--- src/sv/srsg_pkg.sv ---
package srsg_pkg;

  localparam int RATE_W    = 24;
  localparam int DIFF_W    = RATE_W + 1;
  localparam int TIMER_W   = 17;
  localparam int RCHG_W    = 23;
  localparam int INTV_W    = 16;
  localparam int CFG_W     = 23;
  localparam int CFG_IDX_W = 2;
  localparam int POS_OUT_W = 32;

  localparam logic [TIMER_W-1:0] TIMER_MAX = {TIMER_W{1'b1}};

  // register indexes
  localparam logic [CFG_IDX_W-1:0] REG_MAX_RATE_CHANGE = 2'd0;
  localparam logic [CFG_IDX_W-1:0] REG_RAMP_INTERVAL   = 2'd1;
  localparam logic [CFG_IDX_W-1:0] REG_DRIVER_ENABLE   = 2'd2;

  // command codes
  localparam logic [1:0] FUNC_TICK     = 2'd0;
  localparam logic [1:0] FUNC_SET_RATE = 2'd1;
  localparam logic [1:0] FUNC_CLEAR    = 2'd2;

  typedef struct packed {
    logic [1:0]               func;
    logic signed [RATE_W-1:0] rate_command;
  } cmd_t;

  typedef struct packed {
    logic                        step_pulse;
    logic                        step_forward;
    logic signed [POS_OUT_W-1:0] position;
    logic signed [RATE_W-1:0]    present_rate;
    logic                        enable_n;
  } res_t;

  typedef enum logic [2:0] {
    S_IDLE,
    S_EXEC,
    S_CLAMP,
    S_ADD,
    S_DIV_LOAD,
    S_DIVIDE,
    S_PERIOD,
    S_FINISH
  } state_t;

endpackage

--- src/sv/stepper_ramp_step_generator.sv ---
// a tick that runs a ramp update passes EXEC, CLAMP, ADD, DIV_LOAD, DIVIDE, PERIOD and FINISH,
// skipping DIVIDE and PERIOD when the updated rate is zero; any other item goes EXEC then FINISH
// the restoring period divider retires one quotient bit per cycle in DIVIDE; a new item is
// taken only back in IDLE, after the previous one has been loaded into the output register
// a result ready while the previous one still waits holds the sequencer in FINISH
// reset: synchronous active-high rst clears rates, timers and position, loads register defaults
module stepper_ramp_step_generator
  import srsg_pkg::*;
#(
  parameter int RATE_FRAC_BITS   = 8,
  parameter int TICKS_PER_SECOND = 1000000,
  parameter int POSITION_BITS    = 32
) (
  input  logic                 clk,
  input  logic                 rst,
  // command channel
  input  logic                 cmd_valid,
  output logic                 cmd_ready,
  input  cmd_t                 cmd,
  // result channel
  output logic                 res_valid,
  input  logic                 res_ready,
  output res_t                 res,
  // configuration write port
  input  logic                 cfg_wen,
  input  logic [CFG_IDX_W-1:0] cfg_index,
  input  logic [CFG_W-1:0]     cfg_data
);

  // dividend of the period divide: ticks per second scaled to the rate fraction
  localparam int DIV_W = $clog2(TICKS_PER_SECOND + 1) + RATE_FRAC_BITS;
  localparam int QUO_W = (DIV_W > TIMER_W) ? DIV_W : TIMER_W;
  localparam int CNT_W = $clog2(QUO_W);
  localparam logic [QUO_W-1:0] DIVIDEND = QUO_W'(TICKS_PER_SECOND) << RATE_FRAC_BITS;
  localparam logic [CNT_W-1:0] CNT_LAST = CNT_W'(QUO_W - 1);
  // lowest rate that issues steps: 8 steps per second
  localparam logic signed [RATE_W-1:0] MIN_RATE = RATE_W'(8 << RATE_FRAC_BITS);

  state_t state, state_next;

  // configuration registers
  logic [RCHG_W-1:0] max_rate_change;
  logic [INTV_W-1:0] ramp_interval;
  logic              driver_enable;

  // motion state
  logic signed [RATE_W-1:0] requested_rate;
  logic signed [RATE_W-1:0] current_rate;
  logic [INTV_W-1:0]        ramp_timer;
  logic [TIMER_W-1:0]       step_timer;
  logic [TIMER_W-1:0]       step_period;
  logic [POSITION_BITS-1:0] step_count;
  logic                     last_direction;

  // item held while it is worked on
  cmd_t cmd_q;

  // ramp and divider working registers
  logic signed [DIFF_W-1:0] diff;
  logic [RATE_W-1:0]        divisor;
  logic [RATE_W-1:0]        rem;
  logic [QUO_W-1:0]         quo;
  logic [CNT_W-1:0]         cnt;

  // combinational helpers
  logic [INTV_W-1:0]        interval_eff;
  logic [INTV_W:0]          ramp_sum;
  logic                     ramp_fire;
  logic signed [DIFF_W-1:0] lim;
  logic [RATE_W:0]          rem_sh;
  logic                     rem_ge;
  logic                     rate_ok;
  logic                     pulse;
  logic                     fwd;
  logic [POSITION_BITS-1:0] count_next;
  logic                     can_load;

  // zero interval behaves as one: update on every tick
  assign interval_eff = (ramp_interval == '0) ? INTV_W'(1) : ramp_interval;
  assign ramp_sum     = {1'b0, ramp_timer} + (INTV_W+1)'(1);
  assign ramp_fire    = ramp_sum >= {1'b0, interval_eff};
  assign lim          = $signed({2'b00, max_rate_change});

  // one restoring divide step: shift in the next dividend bit, trial subtract
  assign rem_sh = {rem, DIVIDEND[cnt]};
  assign rem_ge = rem_sh >= {1'b0, divisor};

  // step test on the post-ramp rate and period, no negation needed
  always_comb begin
    rate_ok    = (current_rate >= MIN_RATE) || (current_rate <= -MIN_RATE);
    pulse      = (cmd_q.func == FUNC_TICK) && rate_ok && (step_timer >= step_period);
    fwd        = current_rate > 0;
    count_next = fwd ? step_count + POSITION_BITS'(1) : step_count - POSITION_BITS'(1);
  end

  // output slot free, or freed by a transfer this cycle
  assign can_load = !res_valid || res_ready;

  // sequencer
  always_ff @(posedge clk) begin
    if (rst) begin
      state <= S_IDLE;
    end else begin
      state <= state_next;
    end
  end

  always_comb begin
    state_next = state;
    cmd_ready  = 1'b0;
    case (state)
      S_IDLE: begin
        cmd_ready = 1'b1;
        if (cmd_valid) state_next = S_EXEC;
      end
      S_EXEC: begin
        if (cmd_q.func == FUNC_TICK && ramp_fire) state_next = S_CLAMP;
        else state_next = S_FINISH;
      end
      S_CLAMP: state_next = S_ADD;
      S_ADD: state_next = S_DIV_LOAD;
      S_DIV_LOAD: begin
        // zero rate skips the divide
        if (current_rate == '0) state_next = S_FINISH;
        else state_next = S_DIVIDE;
      end
      S_DIVIDE: begin
        if (cnt == '0) state_next = S_PERIOD;
      end
      S_PERIOD: state_next = S_FINISH;
      S_FINISH: begin
        if (can_load) state_next = S_IDLE;
      end
      default: state_next = S_IDLE;
    endcase
  end

  // configuration writes
  always_ff @(posedge clk) begin
    if (rst) begin
      max_rate_change <= RCHG_W'(256);
      ramp_interval   <= INTV_W'(500);
      driver_enable   <= 1'b0;
    end else if (cfg_wen) begin
      case (cfg_index)
        REG_MAX_RATE_CHANGE: max_rate_change <= cfg_data[RCHG_W-1:0];
        REG_RAMP_INTERVAL:   ramp_interval   <= cfg_data[INTV_W-1:0];
        REG_DRIVER_ENABLE:   driver_enable   <= cfg_data[0];
        default: ;
      endcase
    end
  end

  // motion state updates
  always_ff @(posedge clk) begin
    if (rst) begin
      requested_rate <= '0;
      current_rate   <= '0;
      ramp_timer     <= '0;
      step_timer     <= '0;
      step_period    <= TIMER_MAX;
      step_count     <= '0;
      last_direction <= 1'b0;
    end else begin
      case (state)
        S_EXEC: begin
          case (cmd_q.func)
            FUNC_TICK: begin
              // step timer saturates
              if (step_timer != TIMER_MAX) step_timer <= step_timer + TIMER_W'(1);
              if (ramp_fire) ramp_timer <= '0;
              else ramp_timer <= ramp_sum[INTV_W-1:0];
            end
            FUNC_SET_RATE: requested_rate <= cmd_q.rate_command;
            FUNC_CLEAR: begin
              requested_rate <= '0;
              current_rate   <= '0;
              ramp_timer     <= '0;
              step_timer     <= '0;
              step_period    <= TIMER_MAX;
            end
            default: ;
          endcase
        end
        S_ADD: current_rate <= RATE_W'(DIFF_W'(current_rate) + diff);
        S_DIV_LOAD: begin
          if (current_rate == '0) step_period <= TIMER_MAX;
        end
        S_PERIOD: begin
          // quotient above the timer range saturates
          step_period <= (quo > QUO_W'(TIMER_MAX)) ? TIMER_MAX : quo[TIMER_W-1:0];
        end
        S_FINISH: begin
          if (can_load && pulse) begin
            last_direction <= fwd;
            step_count     <= count_next;
            step_timer     <= '0;
          end
        end
        default: ;
      endcase
    end
  end

  // datapath working registers, no reset needed
  always_ff @(posedge clk) begin
    case (state)
      S_IDLE: begin
        if (cmd_valid) cmd_q <= cmd;
      end
      S_EXEC: diff <= DIFF_W'(requested_rate) - DIFF_W'(current_rate);
      S_CLAMP: begin
        // limit the change to the configured step
        if (diff > lim) diff <= lim;
        else if (diff < -lim) diff <= -lim;
      end
      S_DIV_LOAD: begin
        // magnitude of the most negative rate still fits unsigned
        divisor <= current_rate[RATE_W-1] ? RATE_W'(-current_rate) : RATE_W'(current_rate);
        rem     <= '0;
        quo     <= '0;
        cnt     <= CNT_LAST;
      end
      S_DIVIDE: begin
        rem <= rem_ge ? RATE_W'(rem_sh - {1'b0, divisor}) : rem_sh[RATE_W-1:0];
        quo <= {quo[QUO_W-2:0], rem_ge};
        cnt <= cnt - CNT_W'(1);
      end
      default: ;
    endcase
  end

  // output register: holds a result until its transfer while the next item is taken
  always_ff @(posedge clk) begin
    if (rst) begin
      res_valid <= 1'b0;
    end else if (state == S_FINISH && can_load) begin
      res_valid <= 1'b1;
    end else if (res_ready) begin
      res_valid <= 1'b0;
    end
  end

  always_ff @(posedge clk) begin
    if (state == S_FINISH && can_load) begin
      res.step_pulse   <= pulse;
      res.step_forward <= pulse ? fwd : last_direction;
      res.position     <= POS_OUT_W'(pulse ? count_next : step_count);
      res.present_rate <= current_rate;
      res.enable_n     <= ~driver_enable;
    end
  end

endmodule

--- config.mk ---
export PLATFORM = sky130hd
export DESIGN_NAME = stepper_ramp_step_generator
export DESIGN_NICKNAME = d
export VERILOG_FILES = /design/src/sv/srsg_pkg.sv /design/src/sv/stepper_ramp_step_generator.sv
export SDC_FILE = /design/constraint.sdc
export NUM_CORES = 1
export LEC_CHECK = 0
export ABC_AREA = 1
export BUFFER_PORTS_ARGS = -buffer_cell sky130_fd_sc_hd__buf_2
export CAP_MARGIN = 25
export CORE_MARGIN = 8
export CORE_UTILIZATION = 55
export DETAILED_ROUTE_END_ITERATION = 12
export GPL_TIMING_DRIVEN = 0
export MAX_ROUTING_LAYER = met4
export PLACE_DENSITY = 0.76
export SLEW_MARGIN = 5
export SYNTH_ARGS = -nofsm -noshare
export SYNTH_HDL_FRONTEND = slang
export SYNTH_SLANG_ARGS = --single-unit
--- constraint.sdc ---
create_clock -name clk -period 9.4 [get_ports clk]
set_input_delay 0.47 -clock clk [delete_from_list [all_inputs] [get_ports clk]]
set_output_delay 0.47 -clock clk [all_outputs]
set_load 0.02 [all_outputs]
## Yosys cells after proc, flatten, opt, wreduce, memory -nomap -nowiden

Memory sizes are Yosys's and may differ from the RTL's. A register that Yosys moved wholly into a read port is not among the register bits.
Index checks and enable logic that the tools add are counted.

- Register bits after elaboration: 366
- ROM bits: 32
- Memories kept: 1

- Add/sub/neg operators: 10
- Magnitude comparators: 10
- Equal/unequal tests: 21
- Multiplexer cells: 36
- Bitwise gates (word level): 1
- Reduce and logical (&&, ||, !) cells: 34

Memories:

| memory | words | bits a word | rd ports | clocked after Yosys merged registers in | write ports | line | source |
|---|---|---|---|---|---|---|---|
| (name not given) | 32 | 1 | 1 | 1 | 0 | stepper_ramp_step_generator.sv:85 | `assign rem_sh = {rem, DIVIDEND[cnt]};` |

Operators with widths:

| kind | number |
|---|---|
| 24-bit one-hot mux with 2 select lines | 3 |
| 17-bit two-way mux | 5 |
| 17-bit one-hot mux with 2 select lines | 2 |
| 32-bit two-way mux | 2 |
| 28-bit one-hot mux with 2 select lines | 1 |
| 17-bit one-hot mux with 3 select lines | 1 |
| 25-bit two-way mux | 2 |
| 25-bit one-hot mux with 2 select lines | 1 |
| 24-bit two-way mux | 2 |
| 32-bit by 1-bit adder with 32-bit output, second input constant | 1 |
| 16-bit two-way mux | 2 |
| 16-bit one-hot mux with 2 select lines | 1 |
| 32-bit by 1-bit subtractor with 32-bit output, second input constant | 1 |
| 28-bit by 17-bit greater-than comparator with 1-bit output, second input constant | 1 |
| 25-bit by 24-bit >= comparator with 1-bit output | 1 |
| 25-bit by 24-bit greater-than comparator with 1-bit output | 1 |
| 25-bit less-than comparator | 1 |
| 23-bit negator with 25-bit output | 1 |
| 24-bit by 24-bit subtractor with 25-bit output | 1 |
| 24-bit adder | 1 |
| 24-bit by 13-bit >= comparator with 1-bit output, second input constant | 1 |
| 24-bit by 1-bit greater-than comparator with 1-bit output, second input constant | 1 |
| 24-bit by 12-bit <= comparator with 1-bit output, second input constant | 1 |
| 24-bit logical NOT | 1 |
| other kinds (38) | 77 |

## Logic depth before layout (Yosys ltp)

Gate-level depths: netlist (run 1).

- Depth after elaboration: 7
- Gate-level depth with buffers: 24
- Gate-level depth less buffers: 24

## Worst setup path before layout (run 1)

Ideal clock, no wire load.

- Path kind: reg2reg
- Start: register current_rate[1]
- End: register res[51] in the netlist's numbering (data pin)
- Arrival time: 3.215 ns
- Required time: 9.140 ns
- Slack: 5.925 ns
- Stages on the path, launching flop included: 18
- Path buffers: 0
- Clock period less this slack: 3.475 ns
- Cells stage by stage: dfxtp_1 inv_2 ha_1 nand3_1 nor2_1 inv_1 nor2_1 nand3_1 nand2_1 ha_1 a21oi_1 and2_1 o21ai_1 a21oi_1 o21bai_1 xor2_1 nand2_1 o21ai_0

- Cells in the longest elaborated chain, start to end: 5

RTL lines:

| element | line | source |
|---|---|---|
| start: declaration | stepper_ramp_step_generator.sv:48 | `logic signed [RATE_W-1:0] current_rate;` |
| start signal: assignment | stepper_ramp_step_generator.sv:185 | `S_ADD: current_rate <= RATE_W'(DIFF_W'(current_rate) + diff);` |
| 24-bit by 13-bit >= comparator with 1-bit output / 24-bit by 12-bit <= comparator with 1-bit output (equally long branches) | stepper_ramp_step_generator.sv:90 | `rate_ok = (current_rate >= MIN_RATE) \|\| (current_rate <= -MIN_RATE);` |
| 1-bit logical OR | stepper_ramp_step_generator.sv:90 |  |
| 1-bit logical AND (2 in series) | stepper_ramp_step_generator.sv:91 | `pulse = (cmd_q.func == FUNC_TICK) && rate_ok && (step_timer >= step_period);` |
| 32-bit two-way mux (*) | stepper_ramp_step_generator.sv:248 | `res.position <= POS_OUT_W'(pulse ? count_next : step_count);` |
| end: declaration | stepper_ramp_step_generator.sv:23 | `output res_t res,` |

Every way passes the cells marked *; elsewhere a longest branch is shown, timed or not.
A chain may end at the register's enable or synchronous reset.

## Worst setup path in the final report (run 1)

Ends and elaborated chain as after synthesis.

==> results of run 1 <==
==> routing by layer <==
metal | share of wire (%) | routed length (microns)
met5 | 0 | 0
met4 | 3.1 | 2172
met3 | 6.6 | 4713
met2 | 46 | 32500
met1 | 45 | 31740
==> worst max-delay path, stage by stage, from the launching register on <==
cell	delay, ps
dfxtp_1	410
inv_2	150
ha_1	170
nand3_1	110
nor2_1	200
inv_1	80
nor2_1	170
nand3_1	170
nand2_2	630
ha_1	430
a21oi_1	190
and2_1	220
o21ai_1	140
a21oi_1	410
o21bai_1	170
xor2_1	190
nand2_1	80
o21ai_0	90
==> cell families after synthesis <==
kind of cell    count (synthesis)
compound gates                620
xor+xnor                      104
fa+ha+maj                     194
buf+inv                       442
flops                         367
simple gates                 1356
==> worst max-delay path by stage <==
stage / startpoint / to / slack, ps / cells past startpoint
finish: current_rate[1] / res[51] / 5090 / 17
global route: current_rate[1] / res[54] / 4680 / 20
CTS: max_rate_change[1] / diff[21] / 5160 / 18
detailed placement: current_rate[1] / res[54] / 5190 / 20
global placement: state[0] / step_timer[8] / 4440 / 10
floorplan: current_rate[1] / res[51] / 5920 / 17
==> metrics by stage <==
step	hold slack, ps	setup slack [ps]	std cells
after floorplan	425.1	5925	3083
after global routing	87.05	4678	3823
after CTS	71.22	5165	3820
after global placement	442.2	4440	3737
after detailed placement	458.1	5191	3742
final	99.97	5092	3823
==> layout make-up <==
cell class	count	area [sq um]
Fill cell	3777	15730
Clock inverter	24	234.0
Buffer	82	376.6
Clock buffer	54	1189
Antenna cell	2	5.005
Timing Repair Buffer	121	700.7
Multi-Input combinational cell	2274	12520
Tap cell	539	674.4
Inverter	360	1351
Sequential cell	367	9259
==> cells in the mapped netlist (all sizes together) <==
| cell | number |
|---|---|
| buf | 36 |
| clkinv | 3 |
| a41o | 1 |
| ha | 190 |
| o21ai | 224 |
| inv | 357 |
| a221oi | 1 |
| a211oi | 8 |
| fa | 4 |
| o21a | 8 |
| o21ba | 1 |
| nor3b | 1 |
| o311ai | 1 |
| a21o | 17 |
| nand2b | 1 |
| nand3b | 18 |
| and2 | 3 |
| nor4 | 22 |
| nor3 | 50 |
| nand4 | 50 |
| a21boi | 4 |
| o21bai | 14 |
| o2111ai | 1 |
| a31oi | 8 |
| edfxtp | 191 |
| clkbuf | 46 |
| nand2 | 657 |
| xnor2 | 22 |
| o22ai | 1 |
| xor2 | 82 |
| nand3 | 208 |
| nor2 | 332 |
| dfxtp | 176 |
| a22oi | 3 |
| o211ai | 27 |
| or2 | 14 |
| a21oi | 301 |
==> registers in the layout, indices dropped and copies added, names as in the netlist <==
signal,count
step_timer,17
divisor,24
ramp_timer,16
state,3
res_valid,1
diff,25
res,59
cnt,5
rem_sh,1
rem,24
driver_enable,1
requested_rate,24
cmd_q,26
current_rate,24
step_count,32
max_rate_change,23
ramp_interval,16
step_period,17
quo,28
last_direction,1
==> power breakdown <==
part           internal (uW)  leakage, uW  total [uW]  switching, uW
Clock                    986     0.000699        1680            692
Combinational           1330      0.00806        4190           2860
Sequential              2090      0.00321        2340            246
==> results.cfg, run 1 <==
[outcome]
status = finished, final reports clean

[clocking]
cts.repair.resized = 0
cts_buffers = 42
root_buffer = clkbuf_16
tritoncts = yes
max-clock-path-buffers = 3
post_cts_buffers = 0
clock_sinks = 367
htreeDepth = 2
cts_hold_buffers = 0
clk_pin_slew_ps = 60
clock_latency_ps = 580

[global_routing]
met3_usage_pct = 4.465
grt_util_met1_pct = 36.76
grt_max_degree = 46
grt_pass1_wl_mm = 111.5
use_met2_pct = 46.13
grt-busiest-layer = met2
grt_util_all_layers_pct = 28.76
antenna_found_initial = 2
first_global_vias = 21310
grt-ovfl-total = 0

[route]
drt_iter0_drc = 1891
routed_wl_mm = 71.12
drt_first_pass_iters = 6
drc_errors = 0
vias_per_cell = 5.711
wl_per_cell_microns = 18.60
drtAntennaViolNets = 0
via_count = 21830

[timing]
skew_ps = 17.50
worstMarginPinSlew_ps = 875.4
setup-tns-final_ps = 0
max_slew_margin_pct = 41.64
period_share_pct = 45.84
drv_slew = 0
finalSetupViolCount = 0
max_freq_mhz = 232.1
fin_crit_ps = 4308
finalHoldViolations = 0
rsz0062_at_grt = false

[yosys]
syn_nets = 3333
yosysTopAreaCellShare_pct = 24.41
ys_ff_latch = 367
ys_top_cells_by_area = edfxtp_1 24%, dfxtp_1 15%, nand2_1 10%
synth_cells = 3083
yosysWarnings = 0
synthDistinctLibCells = 51
synth_top_area_cell = edfxtp_1
synth-seq-area-share_pct = 39.40
synth-adder-area-share_pct = 10.46
synth_top_family_by_area = simple AND/OR/NAND/NOR gates
syn_area_per_cell_sq_um = 7.622
syn_area_sq_mm = 0.02350
synth_simple_gate_area_share_pct = 24.65
synthMuxAreaShare_pct = 0
synth-compound-area-share_pct = 14.25
synth-xor-area-share_pct = 3.876

[pwr]
p_total_uw = 8203
p_leak_uw = 0.01197
ir_worst_vdd_mv = 0.1630
powerDensity_mw_per_mm2 = 311.7

[floorplan]
start_util_pct = 55.89
die_x_microns = 222.7
ios = 117
dieArea_sq_mm = 0.04959
coreArea_sq_mm = 0.04204
row_count = 75
die_y_microns = 222.7

[layout]
stdcell_area_sq_mm = 0.02631
drive_gt1_share_pct = 8.318
layout_commonest_cell = nand2_1
fin_util_pct = 62.59
final_cell_mix = 654 x nand2_1, 344 x inv_1, 324 x nor2_1, 300 x a21oi_1
syn_to_final_growth_pct = 11.98
nets = 3498

[place]
routabilityCongestion = 0.9927
hpwlAfterDp_mm = 56.64
placed_cell_area_sq_mm = 0.02486
io_buffer_count = 115

[worst_setup_path]
required_ps = 9720
regToRegSetupSlack_ps = 5090
path_max_fanout = 34
r2r-end = res[51]
crit-reg2reg-launch = current_rate[1]
cp-start-kind = flip-flop
arrival_ps = 4630
worst-r2r-cell-count = 17
worstSetupEndpointType = flip-flop
crit_type = flip-flop to flip-flop

[hold_path]
worstHoldStart = cmd[20]
hold_path_class = input port to flip-flop
holdPathEnd = cmd_q[20]
min_path_cells = 1

[run]
max_cap_violations = 0
(Power assumes the default switching activity.)
==> inputs of run 2 (changes only) <==
PLACE_DENSITY = 0.79   (was 0.76)
clock period = 3.95 ns   (was 9.4 ns; I/O delays follow)
==> run 2 against run 1 <==
Final cell count up 1.3%; sequential share of layout area down 0.73 points; first-iteration DRC count up 22%; critical path type unchanged; largest power group unchanged; highest routed layer unchanged.
==> results.cfg, run 2 (synthesis gave the netlist of run 1 again) <==
[place]
io_buffer_count = 115
placed_cell_area_sq_mm = 0.02486
pre_cts_slack_ps = -318.9
dp.cells = 3742
routabilityCongestion = 0.9716
hpwlAfterDp_mm = 57.57

[floorplan]
die_x_microns = 222.7
ios = 117
dieArea_sq_mm = 0.04959
row_count = 75
coreArea_sq_mm = 0.04204
start_util_pct = 55.89
die_y_microns = 222.7

[timing]
drv_slew = 0
setup_ws_ps = 155.1
finalHoldViolations = 0
fin_crit_ps = 3795
finalSetupViolCount = 0
worstMarginPinSlew_ps = 986.7
max_freq_mhz = 263.5
period_share_pct = 96.07
max_slew_margin_pct = 34.22
skew_ps = 19.99

[worst_setup_path]
crit_type = flip-flop to flip-flop
required_ps = 4280
arrival_ps = 4120
cp-start-kind = flip-flop
worstSetupEndpointType = flip-flop
path_max_fanout = 17

[route]
drc_errors = 0
routed_wl_mm = 74.02
drt_first_pass_iters = 6
drt_iter0_drc = 2301
wl_per_cell_microns = 19.11
drtAntennaViolNets = 0
via_count = 22380
vias_per_cell = 5.776

[pwr]
powerDensity_mw_per_mm2 = 735.1
sequentialPowerShare_pct = 28.1
p_leak_uw = 0.01218
ir_worst_vdd_mv = 0.3966
combPwrFrac_pct = 52.0
power_frac_clock_pct = 19.9
p_int_uw = 10460
swShare_pct = 47.04
p_sw_uw = 9291

[layout]
nets = 3552
drive_gt1_share_pct = 8.368
reg.largest.list = res: 59 flops, step_count: 32 flops, quo: 28 flops
top_register = res
layout_commonest_cell = nand2_1
finalNonFillerCells = 3874
final_cell_mix = 652 x nand2_1, 344 x inv_1, 322 x nor2_1, 300 x a21oi_1, 204 x o21ai_0
fin_util_pct = 63.92
syn_to_final_growth_pct = 14.37
largest_reg_flops = 59
stdcell_area_sq_mm = 0.02687

[global_routing]
grt_util_all_layers_pct = 29.79
antenna_found_initial = 1
grt_max_degree = 36
first_global_vias = 21450
grt-ovfl-total = 0
grt_pass1_wl_mm = 115.3

[clocking]
htreeDepth = 2
tritoncts = yes
clock_latency_ps = 580
clk_pin_slew_ps = 60
root_buffer = clkbuf_16
cts_buffers = 42
max-clock-path-buffers = 3
clock_sinks = 367

[run]
max_cap_violations = 0

[hold_path]
hold_path_class = input port to flip-flop

[outcome]
status = finished, final reports clean
run 2: cell count changes in the layout (fill, tap and decap cells not counted), sizes merged:
| cell | change |
|---|---|
| buf | +2 |
| dlygate4sd3 | +51 |
| diode | -1 |
| clkinv | -1 |
| bufinv | -1 |
| nand2 | +1 |
run 2: final cells by class:
type	instances	area [sq um]
timing repair buffer	174	1206
clock buffer	54	1169
fill	3696	15170
sequential	367	9260
tap	539	674.4
buffer	82	380.4
clock inverter	22	219.0
antenna	1	2.502
multi-input combinational	2275	12610
inverter	360	1351
run 2: repair_timing:
action	in CTS	in global routing
buffers inserted	0	3
endpoints found under the hold margin	63	0
cloned	0	1
hold buffers	51	0
resized for setup	3	13
endpoints found under the setup margin	49	79
pin swaps	0	2
run 2: per-stage QoR:
stage | TNS, ps | total power (uW) | hold slack [ps]
floorplan | 0 | 12550 | 296.4
global placement | -68290 | 15190 | 407.6
finish | 0 | 19750 | 19.28
CTS | 0 | 19470 | 1.476
global route | -115.1 | 21200 | 36.75
detailed placement | -9522 | 15430 | 400.1
run 2: per-layer routing:
metal  track usage (%)  part of all wire (%)  vias up
met5                 -                     0        -
met4             9.240                   3.1        0
met1             39.40                    44    10400
li1                  -                     -    10880
met2             46.83                    45      938
met3             4.531                   7.9      155
run 2: path summary, 6_finish.rpt:
kind                    from             endpoint  slack [ps]  cells past startpoint
max          current_rate[1]              res[51]         160                     17
min             cfg_data[15]  max_rate_change[15]          20                      3
max reg2reg  current_rate[1]              res[51]         160                     17
min reg2reg    driver_enable        driver_enable         470                      2
run 2: critical path, stage by stage, from the launching register on:
cell	delay, ps
dfxtp_1	420
inv_2	140
ha_1	170
nand3_1	100
nor2_1	200
inv_1	120
nor2_2	190
nand3_4	200
nand2_8	230
ha_1	330
a21oi_1	190
and2_1	200
o21ai_1	150
a21oi_1	390
o21bai_1	170
xor2_1	180
nand2_1	70
o21ai_0	70
run 2: power groups by stage:
stage	sequential [uW]	combinational, uW	clock [uW]
final	5550	10300	3930
after global routing	5610	11500	4120
after CTS	5520	9960	3980
after detailed placement	5600	9820	0
after global placement	5600	9590	0
after floorplan	5380	7170	0
